[src/rtl/core/lss_pkg.sv]
`default_nettype none
package lss_pkg;

   localparam int unsigned IdentWords = 4;
   localparam int unsigned IdentWidth = 32;
   localparam int unsigned CsrIndexWidth = 2;

   // register indexes on the csr port
   localparam logic [CsrIndexWidth-1:0] CsrVendor   = 2'd0;
   localparam logic [CsrIndexWidth-1:0] CsrProduct  = 2'd1;
   localparam logic [CsrIndexWidth-1:0] CsrRevision = 2'd2;
   localparam logic [CsrIndexWidth-1:0] CsrSerial   = 2'd3;

   // command specifiers
   localparam logic [7:0] CmdSwitchGlobal = 8'h04;
   localparam logic [7:0] CmdConfigNodeId = 8'h11;
   localparam logic [7:0] CmdConfigBitTim = 8'h13;
   localparam logic [7:0] CmdActivateBit  = 8'h15;
   localparam logic [7:0] CmdStore        = 8'h17;
   localparam logic [7:0] CmdSelVendor    = 8'h40;
   localparam logic [7:0] CmdSelProduct   = 8'h41;
   localparam logic [7:0] CmdSelRevision  = 8'h42;
   localparam logic [7:0] CmdSelSerial    = 8'h43;
   localparam logic [7:0] RspSelDone      = 8'h44;
   localparam logic [7:0] CmdIdentFirst   = 8'h46;
   localparam logic [7:0] CmdIdentLast    = 8'h4B;
   localparam logic [7:0] RspFastscan     = 8'h4F;
   localparam logic [7:0] CmdFastscan     = 8'h51;
   localparam logic [7:0] CmdInqVendor    = 8'h5A;
   localparam logic [7:0] CmdInqProduct   = 8'h5B;
   localparam logic [7:0] CmdInqRevision  = 8'h5C;
   localparam logic [7:0] CmdInqSerial    = 8'h5D;

   localparam logic [7:0] ScanStart   = 8'h80;
   localparam logic [7:0] ScanLost    = 8'hFF;
   localparam logic [7:0] NodeUnset   = 8'hFF;
   localparam logic [7:0] NodeMax     = 8'd127;
   localparam logic [7:0] ScanSubMax  = 8'd3;
   localparam logic [7:0] ScanBitsMax = 8'd31;
   localparam logic [IdentWidth-1:0] WordOnes = 32'hFFFF_FFFF;

   localparam logic [7:0] StatusOk  = 8'd0;
   localparam logic [7:0] StatusErr = 8'd1;

   typedef logic [IdentWords-1:0][IdentWidth-1:0] ident_type;

   typedef struct packed {
      logic       mode;
      logic [7:0] node_id;
      logic [2:0] sel_stage;
      logic [7:0] scan_pos;
   } state_type;

   typedef struct packed {
      logic [7:0] command_code;
      logic [7:0] byte_one;
      logic [7:0] byte_two;
      logic [7:0] byte_three;
      logic [7:0] byte_four;
      logic [7:0] bits_checked;
      logic [7:0] scan_sub;
      logic [7:0] scan_next;
   } frame_type;

   typedef struct packed {
      logic       send_reply;
      logic [7:0] reply_code;
      logic [7:0] reply_one;
      logic [7:0] reply_two;
      logic [7:0] reply_three;
      logic [7:0] reply_four;
      logic       slave_mode_now;
      logic [7:0] node_id_now;
      logic       accepted;
   } rsp_type;

endpackage
`default_nettype wire

[src/rtl/core/lss_decode.sv]
`default_nettype none
module lss_decode (
   input  wire lss_pkg::state_type cur,
   input  wire lss_pkg::frame_type frm,
   input  wire lss_pkg::ident_type ident,
   output lss_pkg::state_type      nxt,
   output lss_pkg::rsp_type        rsp
);

   logic [31:0] word;
   logic [31:0] mask;
   logic [31:0] sub_word;
   logic [31:0] step_word;
   logic [1:0]  inq_index;
   logic [31:0] inq_word;
   logic        scan_hit;
   logic        cfg;

   assign word      = {frm.byte_four, frm.byte_three, frm.byte_two, frm.byte_one};
   assign mask      = lss_pkg::WordOnes << frm.bits_checked[4:0];
   assign sub_word  = ident[frm.scan_sub[1:0]];
   assign step_word = ident[frm.command_code[1:0]];
   // inquire codes start at 0x5A, so the word index is offset from the low code bits
   assign inq_index = frm.command_code[1:0] - lss_pkg::CmdInqVendor[1:0];
   assign inq_word  = ident[inq_index];
   assign cfg       = cur.mode;
   // out-of-range index or bit count never matches
   assign scan_hit  = (frm.scan_sub <= lss_pkg::ScanSubMax)
                    && (frm.bits_checked <= lss_pkg::ScanBitsMax)
                    && ((sub_word & mask) == (word & mask));

   always_comb begin
      nxt = cur;
      rsp = '0;
      unique case (frm.command_code) inside
         lss_pkg::CmdFastscan: begin
            if (cur.node_id == lss_pkg::NodeUnset) begin
               nxt.mode = 1'b0;
               if (frm.bits_checked == lss_pkg::ScanStart) begin
                  nxt.scan_pos   = '0;
                  rsp.send_reply = 1'b1;
                  rsp.accepted   = 1'b1;
                  rsp.reply_code = lss_pkg::RspFastscan;
               end else if (cur.scan_pos == frm.scan_sub) begin
                  if (scan_hit) begin
                     // last word fully matched: enter configuration
                     if (frm.bits_checked == 8'd0 && frm.scan_next < frm.scan_sub) begin
                        nxt.mode = 1'b1;
                     end
                     nxt.scan_pos   = frm.scan_next;
                     rsp.send_reply = 1'b1;
                     rsp.accepted   = 1'b1;
                     rsp.reply_code = lss_pkg::RspFastscan;
                  end else if (frm.scan_sub != frm.scan_next) begin
                     nxt.scan_pos = lss_pkg::ScanLost;
                  end
               end
            end
         end
         lss_pkg::CmdSwitchGlobal: begin
            if (frm.byte_one <= 8'd1) begin
               nxt.mode     = frm.byte_one[0];
               rsp.accepted = 1'b1;
            end
         end
         [lss_pkg::CmdSelVendor:lss_pkg::CmdSelSerial]: begin
            nxt.mode     = 1'b0;
            rsp.accepted = 1'b1;
            if (cur.sel_stage == {1'b0, frm.command_code[1:0]} && word == step_word) begin
               if (frm.command_code == lss_pkg::CmdSelSerial) begin
                  nxt.mode       = 1'b1;
                  nxt.sel_stage  = '0;
                  rsp.send_reply = 1'b1;
                  rsp.reply_code = lss_pkg::RspSelDone;
                  rsp.reply_one  = 8'd1;
               end else begin
                  nxt.sel_stage = {1'b0, frm.command_code[1:0]} + 3'd1;
               end
            end else begin
               nxt.sel_stage = '0;
            end
         end
         lss_pkg::CmdConfigNodeId: begin
            if (cfg) begin
               rsp.send_reply = 1'b1;
               rsp.reply_code = lss_pkg::CmdConfigNodeId;
               if (frm.byte_one >= 8'd1 && frm.byte_one <= lss_pkg::NodeMax) begin
                  nxt.node_id   = frm.byte_one;
                  rsp.reply_one = lss_pkg::StatusOk;
                  rsp.accepted  = 1'b1;
               end else begin
                  rsp.reply_one = lss_pkg::StatusErr;
               end
            end
         end
         lss_pkg::CmdConfigBitTim, lss_pkg::CmdStore: begin
            if (cfg) begin
               rsp.send_reply = 1'b1;
               rsp.reply_code = frm.command_code;
               rsp.reply_one  = lss_pkg::StatusErr;
            end
         end
         lss_pkg::CmdActivateBit: begin
         end
         [lss_pkg::CmdInqVendor:lss_pkg::CmdInqSerial]: begin
            if (cfg) begin
               rsp.send_reply  = 1'b1;
               rsp.accepted    = 1'b1;
               rsp.reply_code  = frm.command_code;
               rsp.reply_one   = inq_word[7:0];
               rsp.reply_two   = inq_word[15:8];
               rsp.reply_three = inq_word[23:16];
               rsp.reply_four  = inq_word[31:24];
            end
         end
         [lss_pkg::CmdIdentFirst:lss_pkg::CmdIdentLast]: begin
            rsp.accepted = 1'b1;
         end
         default: begin
         end
      endcase
      rsp.slave_mode_now = nxt.mode;
      rsp.node_id_now    = nxt.node_id;
   end

endmodule
`default_nettype wire

[src/rtl/core/lss_slave_command_engine.sv]
// LSS slave command engine.
// Latency: a result beat is presented the cycle after its request beat is taken.
// Throughput: one frame per cycle when not stalled; decode is before the result register.
// req_ready stays high while the result register is empty or being drained.
// Synchronous reset: waiting mode, node-ID 255, no selective progress, scan position 0,
// identity words 0, no result pending.
`default_nettype none
module lss_slave_command_engine (
   input  wire        clock,
   input  wire        reset,
   input  wire        req_valid,
   output logic       req_ready,
   input  wire [7:0]  req_command_code,
   input  wire [7:0]  req_byte_one,
   input  wire [7:0]  req_byte_two,
   input  wire [7:0]  req_byte_three,
   input  wire [7:0]  req_byte_four,
   input  wire [7:0]  req_bits_checked,
   input  wire [7:0]  req_scan_sub,
   input  wire [7:0]  req_scan_next,
   output logic       rsp_valid,
   input  wire        rsp_ready,
   output logic       rsp_send_reply,
   output logic [7:0] rsp_reply_code,
   output logic [7:0] rsp_reply_one,
   output logic [7:0] rsp_reply_two,
   output logic [7:0] rsp_reply_three,
   output logic [7:0] rsp_reply_four,
   output logic       rsp_slave_mode_now,
   output logic [7:0] rsp_node_id_now,
   output logic       rsp_accepted,
   input  wire        csr_wr_en,
   input  wire [lss_pkg::CsrIndexWidth-1:0] csr_index,
   input  wire [lss_pkg::IdentWidth-1:0]    csr_wdata
);

   lss_pkg::state_type state_ff;
   lss_pkg::state_type state_in;
   lss_pkg::rsp_type   rsp_ff;
   lss_pkg::rsp_type   rsp_in;
   lss_pkg::ident_type ident_ff;
   lss_pkg::frame_type frame;
   logic               rsp_valid_ff;
   logic               take;

   assign frame = '{command_code: req_command_code, byte_one: req_byte_one,
                    byte_two: req_byte_two, byte_three: req_byte_three,
                    byte_four: req_byte_four, bits_checked: req_bits_checked,
                    scan_sub: req_scan_sub, scan_next: req_scan_next};

   lss_decode u_decode (
      .cur   (state_ff),
      .frm   (frame),
      .ident (ident_ff),
      .nxt   (state_in),
      .rsp   (rsp_in)
   );

   assign req_ready = !rsp_valid_ff || rsp_ready;
   assign take      = req_valid && req_ready;

   always_ff @(posedge clock) begin
      if (reset) begin
         state_ff.mode      <= 1'b0;
         state_ff.node_id   <= lss_pkg::NodeUnset;
         state_ff.sel_stage <= '0;
         state_ff.scan_pos  <= '0;
         rsp_valid_ff       <= 1'b0;
         ident_ff           <= '0;
      end else begin
         if (take) begin
            state_ff <= state_in;
         end
         if (take) begin
            rsp_valid_ff <= 1'b1;
         end else if (rsp_ready) begin
            rsp_valid_ff <= 1'b0;
         end
         if (csr_wr_en) begin
            unique case (csr_index)
               lss_pkg::CsrVendor:   ident_ff[0] <= csr_wdata;
               lss_pkg::CsrProduct:  ident_ff[1] <= csr_wdata;
               lss_pkg::CsrRevision: ident_ff[2] <= csr_wdata;
               lss_pkg::CsrSerial:   ident_ff[3] <= csr_wdata;
               default: begin
               end
            endcase
         end
      end
   end

   // result payload, no reset needed
   always_ff @(posedge clock) begin
      if (take) begin
         rsp_ff <= rsp_in;
      end
   end

   assign rsp_valid          = rsp_valid_ff;
   assign rsp_send_reply     = rsp_ff.send_reply;
   assign rsp_reply_code     = rsp_ff.reply_code;
   assign rsp_reply_one      = rsp_ff.reply_one;
   assign rsp_reply_two      = rsp_ff.reply_two;
   assign rsp_reply_three    = rsp_ff.reply_three;
   assign rsp_reply_four     = rsp_ff.reply_four;
   assign rsp_slave_mode_now = rsp_ff.slave_mode_now;
   assign rsp_node_id_now    = rsp_ff.node_id_now;
   assign rsp_accepted       = rsp_ff.accepted;

endmodule
`default_nettype wire
[config.mk]
export PLATFORM = sky130hd
export DESIGN_NAME = lss_slave_command_engine
export DESIGN_NICKNAME = d
export VERILOG_FILES = /design/src/rtl/core/lss_pkg.sv /design/src/rtl/core/lss_decode.sv /design/src/rtl/core/lss_slave_command_engine.sv
export SDC_FILE = /design/constraint.sdc
export NUM_CORES = 1
export LEC_CHECK = 0
export BUFFER_PORTS_ARGS = -buffer_cell sky130_fd_sc_hd__buf_2
export CORE_ASPECT_RATIO = 0.9
export CORE_MARGIN = 2
export CORE_UTILIZATION = 51
export CTS_CLUSTER_DIAMETER = 80
export CTS_CLUSTER_SIZE = 12
export DETAILED_ROUTE_END_ITERATION = 8
export PLACE_DENSITY = 0.84
export SKIP_CTS_REPAIR_TIMING = 1
export SLEW_MARGIN = 30
export SYNTH_ARGS = -nofsm -noshare
export SYNTH_HDL_FRONTEND = slang
export SYNTH_SLANG_ARGS = --single-unit
[constraint.sdc]
create_clock -name clock -period 2.9 [get_ports clock]
set_clock_uncertainty 0.2 [all_clocks]
set_input_delay 0.145 -clock clock [delete_from_list [all_inputs] [get_ports clock]]
set_output_delay 0.145 -clock clock [all_outputs]
set_load 0.01 [all_outputs]
==> out/results.ini <==
[run]
cap_violations=0

[worst_hold_path]
min-delay-start=req_command_code[3]
hold_depth=4
min_path_type=primary input to flop
hold_end=rsp_accepted

[global_routing]
grt_pass1_wl_um=53400
grt.total_usage_pct=30.2
grt_start_max_net_pins=73
gr-total-overflow=0
grt_pass1_vias=9714
antenna_found_initial=2

[synth]
ys_seq_area_share_pct=40.7
syn_area_sq_mm=0.0111
synth_area_per_cell_sq_um=9.89
netlist_instances=1123
yosys_register_bits=200
async_flop_share_pct=0
netlist-cell-type-count=55
synth_ff_type=dfxtp_1
ys_warn_count=0
synth-edff-count=51

[critical_path]
startpoint_type=flop
r2r-start=ident_ff[30]
r2r_setup_slack_ns=-0.009
r2r-end=state_ff[0]
reg2regPathDepth=8
path_class=flop to flop
worstPathMaxFanout=8
crit_arrival_ns=3.05
critPathCaptureType=flop
critical_path_required_ns=3.04

[clocking]
cts_sinks=200
htreeDepth=4
clkLatencyLatePin_ns=0.45
cts_tree=yes
cts_buffer_depth=2
clk_pin_slew_worst_paths_ns=0.07
numCtsBuffers=17
cts-root-buf=clkbuf_16

[die]
die_area_sq_mm=0.0230
die_w_um=160
coreArea_sq_mm=0.0215
io-pin-count=156
die_h_um=144
initial_core_util_pct=51.6
num_rows=51

[timing]
layout_setup_ws_ns=-0.00853
fin_setup_tns_ns=-0.0153
fmax_mhz=344
slew_headroom_pct=35.6
finalSetupViolations=2
period_share_pct=100
slew_viol_final=0
final.min_clock_period_ns=2.91
holdWs_ns=0.0155
worst_slew_pin_slew_ns=0.966
hold_viol=0
rsz0062_at_grt=true

[routing]
drc=0
antenna_left=0
wl_per_cell_um=20.8
drt_pre_antenna_iters=8
viasPerCell=6.00
drt-total-wl_um=34900
dr.first_iter.drc_count=1371
vias=10058

[power_and_ir_drop]
powerDensity_mw_per_mm2=460
vdd_drop_max_mv=0.346
p_total_mw=6.39
leakagePower_nw=5.32

[place]
portBuffers=155
hpwlAfterDp_um=24300
gp_congestion=1.01

[layout]
final_common_cell=nand2_1
drive_gt1_share_pct=29.1
final_nets=1486
final_cell_mix=nand2_1 (292), buf_2 (152), dfxtp_1 (148)
area_growth_syn_to_layout_pct=25.2

[run_status]
violations=negative setup slack
run_status=finished with violations

critical path, cell delays in order, from the launching register on:
cell and delay [ns]:
dfxtp_2 0.34, mux4_2 0.48, xnor2_2 0.24, o21ai_1 0.11, o41ai_2 0.43, nand3_2 0.18, o31ai_4 0.31, o22ai_4 0.16
a221o_1 0.36
routing by layer:
| metal | vias to the layer above | GRT usage [%] | share of wire, % |
|---|---|---|---|
| met3 | 92 | 8.23 | 11 |
| met5 | - | 0 | 0.077 |
| li1 | 4525 | - | - |
| met2 | 618 | 49.9 | 48 |
| met4 | 4 | 9.57 | 2.9 |
| met1 | 4819 | 39.2 | 38 |
sequential cells by signal (all words and copies together), names as in the netlist, 8 cells and up:
register and count:
rsp_reply_four 8, ident_ff 128, rsp_reply_one 8, rsp_reply_two 8, rsp_node_id_now 8, state_ff 20, rsp_reply_three 8, rsp_reply_code 8
where the power goes:
part	total, mW	internal [mW]	switching (mW)
Sequential	3.03	2.96	0.0691
Clock	2.33	1.14	1.19
Combinational	1.04	0.475	0.561
cells by family after synthesis:
family | after synthesis | synth area share [%]
simple gates | 431 | 17.2
flops | 200 | 40.7
compound gates | 199 | 10.6
mux | 109 | 20.7
buf+inv | 100 | 3.87
xor+xnor | 72 | 5.68
fa+ha+maj | 11 | 1.24
other cells | 1 | 0.0338
synth_stat cells (2+ instances only):
master	instances	area, sq um
a2111oi_0	2	17.5
a211o_1	3	26.3
a211oi_1	5	37.5
a21oi_1	144	721
a221o_1	8	80.1
a22oi_1	2	15.0
and2_1	3	18.8
and3_1	3	18.8
buf_1	9	33.8
buf_2	9	45.0
buf_6	3	33.8
clkbuf_1	54	203
dfxtp_1	149	2980
edfxtp_1	51	1530
ha_1	11	138
inv_1	23	86.3
mux2_2	7	78.8
mux2i_1	9	90.1
mux4_1	8	210
mux4_2	85	1910
nand2_1	292	1100
nand2b_1	5	31.3
nand3_1	8	40.0
nand3b_1	13	97.6
nand4_1	13	81.3
nor2_1	27	101
nor2b_1	35	219
nor3_1	7	35.0
nor3b_1	2	15.0
nor4_1	8	50.1
o2111ai_1	5	43.8
o211a_1	2	20.0
o21ai_0	11	55.1
o22ai_1	7	43.8
o32ai_1	2	17.5
or2_2	4	25.0
or3_1	4	25.0
or4_1	3	22.5
xnor2_1	54	473
xor2_1	18	158
final cells by class:
cell class	instances	area, sq um
antenna	1	2.50
clock buffer	17	425
clock inverter	15	138
fill	1704	7610
inverter	23	86.3
multi-input combinational	824	6230
sequential	200	4520
tap	291	364
timing repair buffer	306	2140
worst max path at each step:
stage | start | to | cells after the start
floorplan | req_command_code[1] | state_ff[0] | 13
global placement | req_scan_sub[0] | state_ff[6] | 9
detailed placement | req_scan_sub[0] | state_ff[5] | 10
CTS | ident_ff[30] | state_ff[3] | 8
global route | ident_ff[30] | state_ff[3] | 8
finish | ident_ff[30] | state_ff[0] | 8
stage by stage:
stage | setup slack, ns | instance area (sq um) | util [%] | cells
3_3_place_gp | -0.189 | 12700 | 59.2 | 1590
3_5_place_dp | -0.238 | 12700 | 59.2 | 1590
2_1_floorplan | 0.0288 | 11100 | - | 1124
5_1_grt | -0.106 | 13900 | 64.6 | 1676
6_report | -0.00853 | 13900 | 64.6 | 1677
4_1_cts | -0.134 | 13300 | 61.9 | 1622
Power figures use the tool's default switching activity.
